--- src/rtl/fra_pkg.sv ---
// Shared types and constants for the four-register ALU executor.
// No dependencies; every other file in rtl/ imports this package.
`default_nettype none

package fra_pkg;

	// Default geometry of the register file
	localparam int REG_COUNT_DEF  = 4;
	localparam int DATA_WIDTH_DEF = 32;

	// Fixed field widths of the command and response beats
	localparam int MODE_W    = 3;
	localparam int REG_IDX_W = 2;
	localparam int IMM_W     = 32;
	localparam int STATUS_W  = 2;
	localparam int VALUE_W   = 32;

	// Operation codes
	typedef enum logic [MODE_W-1:0] {
		MODE_MOV = 3'd0,
		MODE_ADD = 3'd1,
		MODE_SUB = 3'd2,
		MODE_MUL = 3'd3,
		MODE_DIV = 3'd4,
		MODE_INC = 3'd5,
		MODE_DEC = 3'd6,
		MODE_END = 3'd7
	} mode_t;

	// Response status codes
	typedef enum logic [STATUS_W-1:0] {
		ST_OK      = 2'd0,
		ST_DIVZERO = 2'd1,
		ST_ENDED   = 2'd2,
		ST_HALTED  = 2'd3
	} status_t;

	// Sequencer to arithmetic unit
	typedef struct packed {
		logic  start;
		mode_t op;
	} alu_req_t;

	// Arithmetic unit back to sequencer
	typedef struct packed {
		logic done;
		logic div_zero;
	} alu_rsp_t;

endpackage

`default_nettype wire

--- src/rtl/fra_regfile.sv ---
// Register file of the ALU executor: one read port, one write port.
// Depends on fra_pkg; indexes at or beyond REG_COUNT read zero and drop writes.
`default_nettype none

module fra_regfile import fra_pkg::*; #(
	parameter int REG_COUNT  = REG_COUNT_DEF,
	parameter int DATA_WIDTH = DATA_WIDTH_DEF
) (
	input  logic                  clk,
	input  logic                  arst_n,
	input  logic [REG_IDX_W-1:0]  rd_idx,
	output logic [DATA_WIDTH-1:0] rd_data,
	input  logic                  wr_en,
	input  logic [REG_IDX_W-1:0]  wr_idx,
	input  logic [DATA_WIDTH-1:0] wr_data
);

	localparam int IW = $clog2(REG_COUNT);

	logic [DATA_WIDTH-1:0] regs_q [REG_COUNT];
	logic [IW-1:0]         rd_sel;
	logic [IW-1:0]         wr_sel;
	logic                  rd_hit;
	logic                  wr_hit;

	// Decode indexes and range checks
	always_comb begin
		rd_sel = IW'(rd_idx);
		wr_sel = IW'(wr_idx);
		rd_hit = (32'(rd_idx) < REG_COUNT);
		wr_hit = (32'(wr_idx) < REG_COUNT);
	end

	// Read the addressed register, zero when out of range
	assign rd_data = rd_hit ? regs_q[rd_sel] : '0;

	// Write the addressed register, drop when out of range
	always_ff @(posedge clk or negedge arst_n) begin
		if (!arst_n) begin
			regs_q <= '{default: '0};
		end else if (wr_en && wr_hit) begin
			regs_q[wr_sel] <= wr_data;
		end
	end

endmodule

`default_nettype wire

--- src/rtl/fra_alu_seq.sv ---
// Shared adder/subtractor with a small sequencer: single-pass add ops,
// shift-add multiply and restoring signed divide. Depends on fra_pkg.
`default_nettype none

module fra_alu_seq import fra_pkg::*; #(
	parameter int DATA_WIDTH = DATA_WIDTH_DEF
) (
	input  logic                  clk,
	input  logic                  arst_n,
	input  alu_req_t              req,
	input  logic [DATA_WIDTH-1:0] opa,
	input  logic [DATA_WIDTH-1:0] opb,
	output alu_rsp_t              rsp,
	output logic [DATA_WIDTH-1:0] res
);

	localparam int                   W1     = DATA_WIDTH + 1;
	localparam int                   CW     = $clog2(DATA_WIDTH);
	localparam logic [CW-1:0]        LAST   = CW'(DATA_WIDTH - 1);
	localparam logic [DATA_WIDTH-1:0] ONE_V = DATA_WIDTH'(1);

	typedef enum logic [5:0] {
		U_IDLE = 6'b000001,
		U_ONE  = 6'b000010,
		U_NEGA = 6'b000100,
		U_NEGB = 6'b001000,
		U_LOOP = 6'b010000,
		U_NEGQ = 6'b100000
	} unit_state_t;

	unit_state_t           state_q;
	mode_t                 op_q;
	logic                  neg_q;
	logic [CW-1:0]         cnt_q;
	logic [DATA_WIDTH-1:0] acc_q;
	logic [DATA_WIDTH-1:0] opd_q;
	logic [DATA_WIDTH-1:0] shr_q;
	logic [DATA_WIDTH-1:0] res_q;
	logic                  done_q;
	logic                  dz_q;

	logic [DATA_WIDTH-1:0] add_x;
	logic [DATA_WIDTH-1:0] add_y;
	logic                  add_sub;
	logic [W1-1:0]         sum;
	logic [DATA_WIDTH-1:0] rem_sh;
	logic                  is_div;

	assign is_div = (op_q == MODE_DIV);
	assign rem_sh = {acc_q[DATA_WIDTH-2:0], shr_q[DATA_WIDTH-1]};

	// Select adder operands for the current step
	always_comb begin
		add_x   = '0;
		add_y   = '0;
		add_sub = 1'b0;
		unique case (state_q)
			U_ONE: begin
				unique case (op_q)
					MODE_MOV: add_y = opd_q;
					MODE_ADD: begin
						add_x = acc_q;
						add_y = opd_q;
					end
					MODE_SUB: begin
						add_x   = acc_q;
						add_y   = opd_q;
						add_sub = 1'b1;
					end
					MODE_INC: begin
						add_x = acc_q;
						add_y = ONE_V;
					end
					MODE_DEC: begin
						add_x   = acc_q;
						add_y   = ONE_V;
						add_sub = 1'b1;
					end
					default: add_x = acc_q;
				endcase
			end
			U_NEGA, U_NEGQ: begin
				add_y   = shr_q;
				add_sub = 1'b1;
			end
			U_NEGB: begin
				add_y   = opd_q;
				add_sub = 1'b1;
			end
			U_LOOP: begin
				if (is_div) begin
					add_x   = rem_sh;
					add_y   = opd_q;
					add_sub = 1'b1;
				end else begin
					add_x = acc_q;
					add_y = shr_q[0] ? opd_q : '0;
				end
			end
			default: add_x = '0;
		endcase
	end

	// Shared adder; carry out high on subtract means no borrow
	assign sum = {1'b0, add_x} + {1'b0, add_y ^ {DATA_WIDTH{add_sub}}} + W1'(add_sub);

	// Advance the sequencer
	always_ff @(posedge clk or negedge arst_n) begin
		if (!arst_n) begin
			state_q <= U_IDLE;
			done_q  <= 1'b0;
			dz_q    <= 1'b0;
			cnt_q   <= '0;
		end else begin
			done_q <= 1'b0;
			dz_q   <= 1'b0;
			unique case (state_q)
				U_IDLE: begin
					if (req.start) begin
						cnt_q <= LAST;
						if (req.op == MODE_DIV) begin
							if (opb == '0) begin
								done_q <= 1'b1;
								dz_q   <= 1'b1;
							end else begin
								state_q <= U_NEGA;
							end
						end else if (req.op == MODE_MUL) begin
							state_q <= U_LOOP;
						end else begin
							state_q <= U_ONE;
						end
					end
				end
				U_ONE: begin
					done_q  <= 1'b1;
					state_q <= U_IDLE;
				end
				U_NEGA: state_q <= U_NEGB;
				U_NEGB: state_q <= U_LOOP;
				U_LOOP: begin
					if (cnt_q == '0) begin
						if (is_div) begin
							state_q <= U_NEGQ;
						end else begin
							done_q  <= 1'b1;
							state_q <= U_IDLE;
						end
					end else begin
						cnt_q <= cnt_q - 1'b1;
					end
				end
				U_NEGQ: begin
					done_q  <= 1'b1;
					state_q <= U_IDLE;
				end
				default: state_q <= U_IDLE;
			endcase
		end
	end

	// Hold operands, partial results and the final value
	always_ff @(posedge clk) begin
		unique case (state_q)
			U_IDLE: begin
				if (req.start) begin
					op_q  <= req.op;
					neg_q <= opa[DATA_WIDTH-1] ^ opb[DATA_WIDTH-1];
					if (req.op == MODE_DIV) begin
						acc_q <= '0;
						shr_q <= opa;
						opd_q <= opb;
					end else if (req.op == MODE_MUL) begin
						acc_q <= '0;
						opd_q <= opa;
						shr_q <= opb;
					end else begin
						acc_q <= opa;
						opd_q <= opb;
					end
				end
			end
			U_ONE: res_q <= sum[DATA_WIDTH-1:0];
			U_NEGA: begin
				if (shr_q[DATA_WIDTH-1]) begin
					shr_q <= sum[DATA_WIDTH-1:0];
				end
			end
			U_NEGB: begin
				if (opd_q[DATA_WIDTH-1]) begin
					opd_q <= sum[DATA_WIDTH-1:0];
				end
			end
			U_LOOP: begin
				if (is_div) begin
					acc_q <= sum[DATA_WIDTH] ? sum[DATA_WIDTH-1:0] : rem_sh;
					shr_q <= {shr_q[DATA_WIDTH-2:0], sum[DATA_WIDTH]};
				end else begin
					acc_q <= sum[DATA_WIDTH-1:0];
					opd_q <= {opd_q[DATA_WIDTH-2:0], 1'b0};
					shr_q <= {1'b0, shr_q[DATA_WIDTH-1:1]};
					if (cnt_q == '0) begin
						res_q <= sum[DATA_WIDTH-1:0];
					end
				end
			end
			U_NEGQ: res_q <= neg_q ? sum[DATA_WIDTH-1:0] : shr_q;
			default: res_q <= res_q;
		endcase
	end

	assign rsp.done     = done_q;
	assign rsp.div_zero = dz_q;
	assign res          = res_q;

endmodule

`default_nettype wire

--- src/rtl/four_register_alu_executor.sv ---
// Four-register ALU executor, top level: command sequencer and response register.
// MUL and DIV run through the shared adder one bit per cycle.
// One command at a time, taken the cycle after the response loads.
// Reset clears all registers to zero and the halted flag; only reset leaves halt.
`default_nettype none

module four_register_alu_executor import fra_pkg::*; #(
	parameter int REG_COUNT  = REG_COUNT_DEF,
	parameter int DATA_WIDTH = DATA_WIDTH_DEF
) (
	input  logic                       clk,
	input  logic                       arst_n,
	input  logic                       cmd_valid,
	output logic                       cmd_stall,
	input  logic [MODE_W-1:0]          mode,
	input  logic [REG_IDX_W-1:0]       dest_reg,
	input  logic                       src_is_reg,
	input  logic [REG_IDX_W-1:0]       src_reg,
	input  logic signed [IMM_W-1:0]    immediate,
	output logic                       rsp_valid,
	input  logic                       rsp_stall,
	output logic [STATUS_W-1:0]        status,
	output logic [REG_IDX_W-1:0]       written_reg,
	output logic signed [VALUE_W-1:0]  new_value
);

	typedef enum logic [4:0] {
		S_IDLE   = 5'b00001,
		S_RDA    = 5'b00010,
		S_RDB    = 5'b00100,
		S_EXEC   = 5'b01000,
		S_RDBACK = 5'b10000
	} top_state_t;

	top_state_t               state_q;
	logic                     halted_q;
	logic                     rsp_valid_q;
	mode_t                    mode_q;
	logic [REG_IDX_W-1:0]     dest_q;
	logic                     sis_q;
	logic [REG_IDX_W-1:0]     sreg_q;
	logic [DATA_WIDTH-1:0]    imm_q;
	logic [DATA_WIDTH-1:0]    a_q;
	status_t                  sts_q;
	status_t                  status_q;
	logic [REG_IDX_W-1:0]     written_q;
	logic signed [VALUE_W-1:0] value_q;

	logic                     cmd_fire;
	logic                     out_free;
	logic [REG_IDX_W-1:0]     rf_rd_idx;
	logic [DATA_WIDTH-1:0]    rf_rd_data;
	logic                     rf_we;
	logic [DATA_WIDTH-1:0]    b_val;
	alu_req_t                 alu_req;
	alu_rsp_t                 alu_rsp;
	logic [DATA_WIDTH-1:0]    alu_res;

	assign cmd_stall = (state_q != S_IDLE);
	assign cmd_fire  = cmd_valid && !cmd_stall;
	assign out_free  = !rsp_valid_q || !rsp_stall;

	// Steer the read port, pick the source operand, kick the unit
	always_comb begin
		rf_rd_idx     = (state_q == S_RDB) ? sreg_q : dest_q;
		b_val         = sis_q ? rf_rd_data : imm_q;
		alu_req.start = (state_q == S_RDB) && (mode_q != MODE_END);
		alu_req.op    = mode_q;
		rf_we         = (state_q == S_EXEC) && alu_rsp.done && !alu_rsp.div_zero;
	end

	fra_regfile #(
		.REG_COUNT  (REG_COUNT),
		.DATA_WIDTH (DATA_WIDTH)
	) u_regfile (
		.clk     (clk),
		.arst_n  (arst_n),
		.rd_idx  (rf_rd_idx),
		.rd_data (rf_rd_data),
		.wr_en   (rf_we),
		.wr_idx  (dest_q),
		.wr_data (alu_res)
	);

	fra_alu_seq #(
		.DATA_WIDTH (DATA_WIDTH)
	) u_alu (
		.clk    (clk),
		.arst_n (arst_n),
		.req    (alu_req),
		.opa    (a_q),
		.opb    (b_val),
		.rsp    (alu_rsp),
		.res    (alu_res)
	);

	// Advance the command sequencer, track halt and response valid
	always_ff @(posedge clk or negedge arst_n) begin
		if (!arst_n) begin
			state_q     <= S_IDLE;
			halted_q    <= 1'b0;
			rsp_valid_q <= 1'b0;
		end else begin
			if (state_q == S_RDBACK && out_free) begin
				rsp_valid_q <= 1'b1;
			end else if (!rsp_stall) begin
				rsp_valid_q <= 1'b0;
			end
			unique case (state_q)
				S_IDLE: begin
					if (cmd_fire) begin
						state_q <= S_RDA;
					end
				end
				S_RDA: state_q <= halted_q ? S_RDBACK : S_RDB;
				S_RDB: begin
					if (mode_q == MODE_END) begin
						halted_q <= 1'b1;
						state_q  <= S_RDBACK;
					end else begin
						state_q <= S_EXEC;
					end
				end
				S_EXEC: begin
					if (alu_rsp.done) begin
						if (alu_rsp.div_zero) begin
							halted_q <= 1'b1;
						end
						state_q <= S_RDBACK;
					end
				end
				S_RDBACK: begin
					if (out_free) begin
						state_q <= S_IDLE;
					end
				end
				default: state_q <= S_IDLE;
			endcase
		end
	end

	// Capture the command beat, operands, pending status and the response beat
	always_ff @(posedge clk) begin
		if (cmd_fire) begin
			mode_q <= mode_t'(mode);
			dest_q <= dest_reg;
			sis_q  <= src_is_reg;
			sreg_q <= src_reg;
			imm_q  <= DATA_WIDTH'(immediate);
		end
		if (state_q == S_RDA) begin
			a_q   <= rf_rd_data;
			sts_q <= halted_q ? ST_HALTED : ST_OK;
		end
		if (state_q == S_RDB && mode_q == MODE_END) begin
			sts_q <= ST_ENDED;
		end
		if (state_q == S_EXEC && alu_rsp.done && alu_rsp.div_zero) begin
			sts_q <= ST_DIVZERO;
		end
		if (state_q == S_RDBACK && out_free) begin
			status_q  <= sts_q;
			written_q <= dest_q;
			value_q   <= signed'(VALUE_W'(rf_rd_data));
		end
	end

	assign rsp_valid   = rsp_valid_q;
	assign status      = status_q;
	assign written_reg = written_q;
	assign new_value   = value_q;

	// No register write once halted
	a_no_write_halted: assert property (@(posedge clk) disable iff (!arst_n)
		rf_we |-> !halted_q)
		else $error("register write while halted");

	// A divide-by-zero or END response implies the halt flag is set
	a_halt_status: assert property (@(posedge clk) disable iff (!arst_n)
		rsp_valid && (status == ST_DIVZERO || status == ST_ENDED) |-> halted_q)
		else $error("halting status without halt flag");

	// The unit only finishes while the sequencer waits for it
	a_done_in_exec: assert property (@(posedge clk) disable iff (!arst_n)
		alu_rsp.done |-> state_q == S_EXEC)
		else $error("arithmetic unit done outside execute state");

	// Halt is sticky until reset
	a_halt_sticky: assert property (@(posedge clk) disable iff (!arst_n)
		halted_q |=> halted_q)
		else $error("halt flag cleared without reset");

endmodule

`default_nettype wire

--- config.mk ---
export PLATFORM = sky130hd
export DESIGN_NAME = four_register_alu_executor
export DESIGN_NICKNAME = d
export VERILOG_FILES = /design/src/rtl/fra_pkg.sv /design/src/rtl/fra_regfile.sv /design/src/rtl/fra_alu_seq.sv /design/src/rtl/four_register_alu_executor.sv
export SDC_FILE = /design/constraint.sdc
export NUM_CORES = 1
export LEC_CHECK = 0
export ABC_AREA = 1
export BUFFER_PORTS_ARGS = -buffer_cell sky130_fd_sc_hd__buf_2
export CAP_MARGIN = 20
export CORE_MARGIN = 2
export CORE_UTILIZATION = 55
export DETAILED_ROUTE_END_ITERATION = 12
export HOLD_SLACK_MARGIN = 0.1
export PLACE_DENSITY = 0.81
export SYNTH_ARGS = -nofsm -noshare
export SYNTH_HDL_FRONTEND = slang
export SYNTH_SLANG_ARGS = --single-unit
export TNS_END_PERCENT = 5
--- constraint.sdc ---
create_clock -name clk -period 4.9 [get_ports clk]
set_clock_uncertainty 0.15 [all_clocks]
set_input_delay 0.98 -clock clk [delete_from_list [all_inputs] [get_ports clk]]
set_output_delay 0.98 -clock clk [all_outputs]
set_load 0.05 [all_outputs]
# Word level (Yosys, flattened, before mapping)
# Cells that the tools add are included.
# W data, S select, Z words.
word_totals:
  n_memories: 0
  regBits: 390
  ramBits: 0
  romBits: 0
  input_bits: 44
  latch_bits: 0
  output_inout_bits: 38
  wordCells: 185
op_classes:
  n_reduce_logical: 39
  n_shift: 0
  n_lt_le_gt_ge: 3
  n_div: 0
  mux: 72
  multipliers: 0
  addsub: 3
  n_eq_ne: 35
  n_bitwise: 4
ops:
  columns: ["operator", "n"]
  rows:
  - ["$mux W32", 26]
  - ["$pmux W32 S3", 3]
  - ["$pmux W32 S2", 3]
  - ["$bwmux W128", 1]
  - ["$pmux W32 S4", 1]
  - ["$bmux W32 S2", 1]
  - ["$demux W32 S2", 1]
  - ["$mux W5", 8]
  - ["$add A32 B32 Y33", 1]
  - ["$add A33 B1 Y33", 1]
  - ["$logic_not A32 Y1", 1]
  - ["$xor A32 B32 Y32", 1]
  - ["$mux W6", 5]
  - ["$pmux W5 S5", 1]
  - ["$pmux W6 S4", 1]
  - ["$reduce_and A3 Y1", 6]
  - ["$eq A3 B3 Y1 const B", 5]
  - ["$ne A2 B1 Y1 const B", 7]
  - ["$mux W1", 13]
  - ["$reduce_and A4 Y1", 3]
  - ["$ne A2 B2 Y1 const B", 5]
  - ["$pmux W5 S2", 1]
  - ["$reduce_bool A3 Y1", 3]
  - ["$logic_and A1 B1 Y1", 8]
  - ["other kinds (32)", 50]

# Depth between registers and ports, before layout
# Gate-level depths: netlist of run 1.
logic_depth:
  word_depth: 12
  ltp_mapped: 28

# Cells and area by module
# From an unflattened synthesis of run 1, not the netlist that was laid out.
hier_totals:
  hier_cells: 2570
  hier_area_um2: 22058.7
by_module_without_submodules:
  columns: ["mod", "instances", "cells_each", "area_each_um2"]
  rows:
  - ["fra_alu_seq", 1, 1416, 10975.5]
  - ["fra_regfile", 1, 936, 6927.9]
  - ["four_register_alu_executor", 1, 218, 4155.2]

# Worst setup path after synthesis of run 1
# OpenSTA, ideal clock, no wires.
synth_path:
  kind: "reg2reg"
  from: "register u_alu.state_q[1]"
  to: "register u_alu.acc_q[15] (data pin)"
  path_slack_ns: 0.712
  n_path_buf: 3
  synth_period_minus_slack_ns: 4.188
  arrival_ns: 3.780
  path_stages_with_launch: 25
  t_required_ns: 4.492
  path_cell_list: "dfrtp_1 > nor2_2 > nand2_1 > nor2_2 > inv_1 > clkbuf_1 > nor2_1 > nor2_1 > o21ai_0 > xor2_1 > inv_1 > fa_1 > nand3b_1 > nand2_1 > a21oi_1 > o21bai_1 > nand2_1 > nand2_1 > nand4_1 > nand3_2 > inv_2 > buf_2 > buf_2 > o21ai_0 > nand2_1"
synth_via:
  elab_chain_len: 9
  word_cells_on_any_way: 17
synth_lines:
  columns: ["element", "line", "source"]
  rows:
  - ["start: declaration", "fra_alu_seq.sv:31", "unit_state_t state_q;"]
  - ["start signal: assignment", "fra_alu_seq.sv:110", "state_q <= U_IDLE;"]
  - ["start signal: assignment", "fra_alu_seq.sv:126", "state_q <= U_NEGA;"]
  - ["start signal: assignment", "fra_alu_seq.sv:129", "state_q <= U_LOOP;"]
  - ["$eq A6 B6 Y1 (tied with other cells)", "fra_alu_seq.sv:57", "unique case (state_q)"]
  - ["$reduce_or A3 Y1 (no line) or $reduce_or A2 Y1 (tied branches)", null, null]
  - ["$pmux W1 S3 or $pmux W32 S4 (tied branches)", "fra_alu_seq.sv:57", null]
  - ["$xor A32 B32 Y32", "fra_alu_seq.sv:105", "assign sum = {1'b0, add_x} + {1'b0, add_y ^ {DATA_WIDTH{add_sub}}} + W1'(add_sub);"]
  - ["$add A32 B32 Y33", "fra_alu_seq.sv:105", null]
  - ["$add A33 B1 Y33", "fra_alu_seq.sv:105", null]
  - ["$mux W32", "fra_alu_seq.sv:196", "acc_q <= sum[DATA_WIDTH] ? sum[DATA_WIDTH-1:0] : rem_sh;"]
  - ["$mux W32", "fra_alu_seq.sv:195", "if (is_div) begin"]
  - ["$pmux W32 S2 *", "fra_alu_seq.sv:164", "unique case (state_q)"]
  - ["end signal: assignment", "fra_alu_seq.sv:178", "acc_q <= opa;"]
  - ["end signal: assignment", "fra_alu_seq.sv:196", null]
  - ["end signal: assignment", "fra_alu_seq.sv:199", "acc_q <= sum[DATA_WIDTH-1:0];"]
  - ["end: declaration", "fra_alu_seq.sv:35", "logic [DATA_WIDTH-1:0] acc_q;"]
# Every way passes the cells marked *; elsewhere a longest branch is shown, timed or not.
# A chain may end at the register's enable or synchronous reset.

# Worst setup path after layout of run 1
layout_path:
  from: "register u_alu.state_q[0]"
  to: "register u_alu.res_q[24] (netlist: u_alu.res[24]) (data pin)"
layout_via:
  elab_chain_len: 9
  word_cells_on_any_way: 17
layout_lines:
  columns: ["element", "line", "source"]
  rows:
  - ["$eq A6 B6 Y1 (tied with other cells)", "fra_alu_seq.sv:57, fra_alu_seq.sv:164", null]
  - ["$reduce_or A3 Y1 (no line) or $reduce_or A2 Y1 (tied branches)", null, null]
  - ["$pmux W1 S3 or $pmux W32 S4 (tied branches)", "fra_alu_seq.sv:57", null]
  - ["$xor A32 B32 Y32", "fra_alu_seq.sv:105", null]
  - ["$add A32 B32 Y33", "fra_alu_seq.sv:105", null]
  - ["$add A33 B1 Y33", "fra_alu_seq.sv:105", null]
  - ["$mux W32", "fra_alu_seq.sv:202", "if (cnt_q == '0) begin"]
  - ["$mux W32", "fra_alu_seq.sv:195", null]
  - ["$pmux W32 S3 *", "fra_alu_seq.sv:164", null]
  - ["end signal: assignment", "fra_alu_seq.sv:203", "res_q <= sum[DATA_WIDTH-1:0];"]
  - ["end signal: assignment", "fra_alu_seq.sv:207", "U_NEGQ: res_q <= neg_q ? sum[DATA_WIDTH-1:0] : shr_q;"]
  - ["end signal: assignment", "fra_alu_seq.sv:208", "default: res_q <= res_q;"]
  - ["end: declaration", "fra_alu_seq.sv:38", "logic [DATA_WIDTH-1:0] res_q;"]
# Every way passes the cells marked *; elsewhere a longest branch is shown, timed or not. The select of a mux whose other input is x is not followed.

==> flow_summary.toml, run 1 <==
[timing]
worstMarginPinSlew_ns = 1.043
final_hold_viol_count = 0
fin_tns_setup_ns = 0
max_freq_mhz = 220.4
fin_ws_ns = 0.3629
rsz0062_at_grt = "no"
period_needed_ns = 4.537
slew_viol_final = 0
post-route-period-util_pct = 92.59
finalSetupViolations = 0
slew_headroom_pct = 30.31

[grt]
grt_max_degree = 94
grt_pass1_vias = 17310
antenna_found_initial = 2
grt_pass1_wl_microns = 96070
gr-total-overflow = 0
grt_usage_pct = 31.62

[placement]
gp_congestion = 0.9373
dp_slack_ns = 0.3477
dp_hpwl_microns = 42800
port_buffers = 81

[setup_path]
reg2reg_from = "u_alu.state_q[0]$_DFFE_PN1P_"
required_ns = 5.04
startpoint = "u_alu.state_q[0]$_DFFE_PN1P_"
path_depth = 23
crit_path_end = "u_alu.res[24]$_DFFE_PP_"
critical-path-max-stage-delay_ns = 0.57
rrSetupSlack_ns = 0.36
start_kind = "flip-flop"
arrival_ns = 4.68
path_cells = "nor2_2, nand3_1, nand2_1, nor2_1, clkinv_1, buf_4, xor2_1, ha_1, a21oi_1, nand2_1, a21oi_2, o21bai_2, nand2_1, nand2_1, nand2_1, nand2_1, nand2_1, inv_1, nor2_1, xor2_2, nand2_1, o21ai_0, inv_1"
reg2reg_to = "u_alu.res[24]$_DFFE_PP_"
cp_common_cell = "nand2_1"
worst_setup_path_end_kind = "flip-flop"
rr_worst_depth = 23
critical_path_class = "reg2reg"
critical_path.max_fanout = 28
crit_buf_inv = 4
critPathTopFamily = "simple AND/OR/NAND/NOR gates"
slowest_stage = "dfstp_2"

[synthesis]
synth.distinct_cells = 55
yosysSeqAreaShare_pct = 52.66
netlist_area_sq_um = 20800
avgSynthCellArea_sq_um = 8.717
synth_top_area_share_pct = 34.65
synthTopCellsByArea = "edfxtp_1 35%, dfrtp_1 18%, nand2_1 10%, o21ai_0 7.7%, inv_1 5.3%"
synth_edf_count = 240
synth_warnings = 0
syn-num-nets = 2463
yosysTopAreaCell = "edfxtp_1"
syn_inst = 2386
synthFlopType = "edfxtp_1"
synth_seq_cells = 390
async_flop_share_pct = 37.95

[die]
start_util_pct = 55.48
ios = 82
core_sq_um = 37490
fp.dieH_microns = 198.5
die-area_sq_um = 39390
die_w_microns = 198.5
row_count = 71

[clocking]
cts_buffers = 39
max-clock-path-buffers = 3
cts_hold_buf = 0
cts_tree = "built"
clkSinkCount = 390
clkTransAtPathRegs_ns = 0.07
clk_latency_ns = 0.55
root_buffer = "clkbuf_16"
cts.htree.levels = 2

[outcome]
status = "finished clean"

[layout]
most-common-layout-cells = "560 x nand2_1, 316 x o21ai_0, 293 x inv_1"
largest_reg_flops = 128
nNetsFinal = 2514
fill_cells = 3115
layout_commonest_cell = "nand2_1"
antenna_cells = 0
drive_gt1_share_pct = 10.70
largest-register = "u_regfile.regs_q"
multiInputGateArea_sq_um = 8318
final-seq-area_sq_um = 10950
area_growth_pct = 11.40

[pwr]
ir_drop_mv = 0.4848
intPower_uw = 8181
seqPwrFrac_pct = 37.0
p_clk_share_pct = 22.2
comb_power_share_pct = 40.7
p_sw_share_pct = 41.44
p_leak_uw = 0.01030
p_switching_uw = 5790
p_per_area_nw_per_um2 = 602.9

[drt]
routedWlPerCell_microns = 20.66
initialDrtViolationCount = 2619
drc = 0
antenna_left = 0
vias_per_cell = 6.104
wl_microns = 61550
dr.pass1.iters = 7
via_count = 18180

[min_path]
holdPathStages = 0
hold_class = "reg2reg"

[job]
max-cap-violations = 0
## worst register-to-register path: stages (launching register included)
cell      delay [ns]
dfstp_2         0.57
nor2_2          0.07
nand3_1         0.25
nand2_1         0.09
nor2_1          0.22
clkinv_1        0.18
buf_4           0.30
xor2_1          0.22
ha_1            0.36
a21oi_1         0.18
nand2_1         0.12
a21oi_2         0.23
o21bai_2        0.12
nand2_1         0.08
nand2_1         0.11
nand2_1         0.09
nand2_1         0.07
nand2_1         0.06
inv_1           0.05
nor2_1          0.17
xor2_2          0.29
nand2_1         0.11
o21ai_0         0.11
inv_1           0.08
## power by group through the flow
stage,sequential [uW],clock [uW],combinational [uW]
after floorplan,5130,0,3610
after detailed placement,5200,0,5410
after global routing,5220,3230,6160
final,5170,3110,5690
after global placement,5180,0,5280
after CTS,5140,3110,5470
## per-layer routing
metal  part of all wire [%]  global-route usage [%]  wire length (microns)
met3                     12                   6.884                   7683
met1                     40                   44.69                  24470
met4                    3.3                   10.12                   2035
met2                     44                   48.95                  27340
met5                  0.044                       0                     27
## synthesized netlist by cell type (14+ instances only)
cell type / count
a21oi_1: 121
a22oi_1: 18
buf_2: 19
clkbuf_1: 90
dfrtp_1: 146
edfxtp_1: 240
ha_1: 32
inv_1: 293
nand2_1: 562
nand3_1: 72
nand4_1: 14
nor2_1: 103
nor3_1: 14
o211ai_1: 84
o21ai_0: 318
o21ai_1: 25
o22ai_1: 41
or2_2: 22
xnor2_1: 15
xor2_1: 42
## what timing repair did
action                     CTS  global route
setup buffers                0             0
gates resized for setup      0            17
setup endpoints to repair    0            50
## final cells by class
class	instances	area share [%]
Sequential cell	390	47.27
Multi-Input combinational cell	1579	35.90
Inverter	299	4.865
Clock buffer	52	4.784
Timing Repair Buffer	128	3.510
Tap cell	511	2.759
Clock inverter	20	0.9126
## logic make-up (layout without fill, tap and decap cells)
group | after synthesis | after routing | share of synthesized area, %
xor+xnor | 57 | 57 | 2.400
flops | 390 | 390 | 52.66
simple gates | 821 | 821 | 16.38
compound gates | 667 | 667 | 18.67
mux | 1 | 1 | 0.04813
buf+inv | 417 | 499 | 7.820
fa+ha+maj | 33 | 33 | 2.021
## worst min path at each step
| stage | start | slack [ns] | endpoint |
|---|---|---|---|
| 6_report | sts_q[0]$_SDFFE_PP1P_ | 0.29 | status[0]$_DFFE_PP_ |
| 5_1_grt | sts_q[1]$_SDFFE_PP0P_ | 0.31 | status[1]$_DFFE_PP_ |
| 4_1_cts | sts_q[0]$_SDFFE_PP1P_ | 0.29 | status[0]$_DFFE_PP_ |
| 3_5_place_dp | sts_q[0]$_SDFFE_PP1P_ | 0.28 | status[0]$_DFFE_PP_ |
| 3_3_place_gp | sts_q[1]$_SDFFE_PP0P_ | 0.27 | status[1]$_DFFE_PP_ |
| 2_1_floorplan | sts_q[0]$_SDFFE_PP1P_ | 0.26 | status[0]$_DFFE_PP_ |
## through the flow
step                      hold WS (ns)  util [%]  std cells  power (uW)  area (sq um)
after detailed placement        0.2750     58.00       2905       10600         21740
final                           0.2874     61.81       2979       13970         23170
after floorplan                 0.2590         -       2386        8744         20800
after global placement          0.2735     58.00       2905       10460         21740
after CTS                       0.2885     61.52       2977       13730         23060
after global routing            0.3107     61.81       2979       14610         23170
Power figures use the tool's default switching activity.
==> run 2: changes to the inputs <==
SETUP_SLACK_MARGIN = 0.5   (was default)
==> run 2 against run 1 <==
Critical path depth fell by 1. Register-to-register slack improved by 0.22 ns. Clock power about the same. Design area grew 1.5%. Critical path type unchanged. Worst hold slack worse by 0.00088 ns. Largest power group unchanged.
==> flow_summary.toml, run 2 (same netlist as run 1, synthesis figures left out) <==
[placement]
place_area_sq_um = 21740
dp_hpwl_microns = 42800
port_buffers = 81
gp_congestion = 0.9373
dp.cells = 2905

[drt]
antenna_left = 0
drc = 0
routedWlPerCell_microns = 21.00
wl_microns = 62930
initialDrtViolationCount = 2880
dr.pass1.iters = 8
vias_per_cell = 6.160
via_count = 18460

[clocking]
clk_latency_ns = 0.55
clkSinkCount = 390
cts_buffers = 39
clkTransAtPathRegs_ns = 0.07
cts.htree.levels = 2
max-clock-path-buffers = 3
root_buffer = "clkbuf_16"
cts_hold_buf = 0
cts_tree = "built"

[timing]
slew_viol_final = 0
finalSetupViolations = 0
slew_headroom_pct = 31.64
rsz0062_at_grt = "yes"
worstMarginPinSlew_ns = 1.023
fin_tns_setup_ns = 0
post-route-period-util_pct = 88.14
final_hold_viol_count = 0
period_needed_ns = 4.319
max_freq_mhz = 231.5

[pwr]
p_leak_uw = 0.01043
p_sw_share_pct = 41.57
p_switching_uw = 5860
p_clk_share_pct = 22.1
comb_power_share_pct = 41.2
ir_drop_mv = 0.4847
intPower_uw = 8239
p_per_area_nw_per_um2 = 599.5
seqPwrFrac_pct = 36.8

[layout]
largest_reg_flops = 128
fin_area_sq_um = 23520
nNetsFinal = 2530
layout_commonest_cell = "nand2_1"
largest-register = "u_regfile.regs_q"
fill_cells = 3063
finalNonFillerCells = 2996
area_growth_pct = 13.07
most-common-layout-cells = "557 x nand2_1, 312 x o21ai_0, 292 x inv_1"
drive_gt1_share_pct = 12.20

[grt]
grt_pass1_wl_microns = 96180
antenna_found_initial = 2
grt_usage_pct = 31.65
gr-total-overflow = 0
grt_max_degree = 94
grt_pass1_vias = 17330

[setup_path]
start_kind = "flip-flop"
arrival_ns = 4.46
critical_path_class = "reg2reg"
critical_path.max_fanout = 15
required_ns = 5.04
worst_setup_path_end_kind = "flip-flop"

[die]
fp.dieH_microns = 198.5
start_util_pct = 55.48
ios = 82
die-area_sq_um = 39390
core_sq_um = 37490
die_w_microns = 198.5
row_count = 71

[min_path]
hold_class = "reg2reg"

[job]
max-cap-violations = 0

[outcome]
status = "finished clean"
==> run 2: per-stage QoR <==
stage / total power [uW] / util [%] / hold WS [ns] / setup WS [ns]
3_3_place_gp: 10460 / 58.00 / 0.2735 / 0.5022
4_1_cts: 13760 / 61.68 / 0.2885 / 0.5075
2_1_floorplan: 8744 / - / 0.2590 / 0.7116
3_5_place_dp: 10600 / 58.00 / 0.2750 / 0.3477
5_1_grt: 14720 / 62.73 / 0.3107 / 0.2995
6_report: 14100 / 62.73 / 0.2865 / 0.5809
==> run 2: per-layer routing <==
metal / vias up / track usage [%] / share of wire (%) / wire (microns)
li1: 8258 / - / - / -
met1: 8737 / 44.84 / 39 / 24660
met2: 1288 / 48.80 / 45 / 28120
met3: 168 / 6.867 / 13 / 7976
met4: 4 / 10.39 / 3.4 / 2153
met5: - / 0 / 0.033 / 21
==> run 2: power by group through the flow <==
stage	clock, uW	combinational (uW)	sequential, uW
after floorplan	0	3610	5130
after global placement	0	5280	5180
after detailed placement	0	5410	5200
after CTS	3110	5500	5140
after global routing	3230	6270	5230
final	3110	5810	5180
==> run 2: cell type report <==
| class | count | area [sq um] | area share [%] |
|---|---|---|---|
| Clock buffer | 52 | 1109 | 4.714 |
| Timing Repair Buffer | 144 | 1005 | 4.272 |
| Clock inverter | 20 | 211.5 | 0.8991 |
| Inverter | 299 | 1132 | 4.815 |
| Sequential cell | 390 | 10950 | 46.58 |
| Antenna cell | 1 | 2.502 | 0.01064 |
| Multi-Input combinational cell | 1579 | 8464 | 35.99 |
| Tap cell | 511 | 639.4 | 2.719 |
==> run 2: worst paths after layout <==
kind                                               from                               end  slack, ns  depth (start not counted)
max                        u_alu.state_q[0]$_DFFE_PN1P_         u_alu.acc_q[19]$_DFFE_PP_       0.58                         22
max in group asynchronous                        arst_n            state_q[0]$_DFFE_PN1P_       3.32                          2
min in group asynchronous                        arst_n  u_regfile.regs_q[41]$_DFFE_PN0P_       0.32                          1
min                               sts_q[0]$_SDFFE_PP1P_               status[0]$_DFFE_PP_       0.29                          0
max reg2reg                u_alu.state_q[0]$_DFFE_PN1P_         u_alu.acc_q[19]$_DFFE_PP_       0.58                         22
min reg2reg                       sts_q[0]$_SDFFE_PP1P_               status[0]$_DFFE_PP_       0.29                          0
==> run 2: what timing repair did <==
item / in CTS / in global routing
setup endpoints to repair: 47 / 96
endpoints found under the hold margin: 0 / 0
buffers inserted: 1 / 12
pin swaps: 1 / 7
gates cloned: 0 / 3
resized for setup: 13 / 52
==> run 2: critical path, stage by stage (launching register included) <==
cell       delay, ns
dfstp_2         0.59
nor2_4          0.07
nand2_1         0.10
nor2_4          0.05
inv_1           0.17
nor2_4          0.09
buf_12          0.14
buf_4           0.18
o21ai_0         0.16
o21ai_0         0.17
xor2_1          0.19
ha_1            0.36
a21o_1          0.22
nand2_1         0.08
nand2_1         0.05
a21oi_1         0.18
nand2_2         0.11
nand4_1         0.13
nand3_4         0.18
buf_12          0.18
clkbuf_16       0.17
o21ai_0         0.22
o22ai_1         0.11
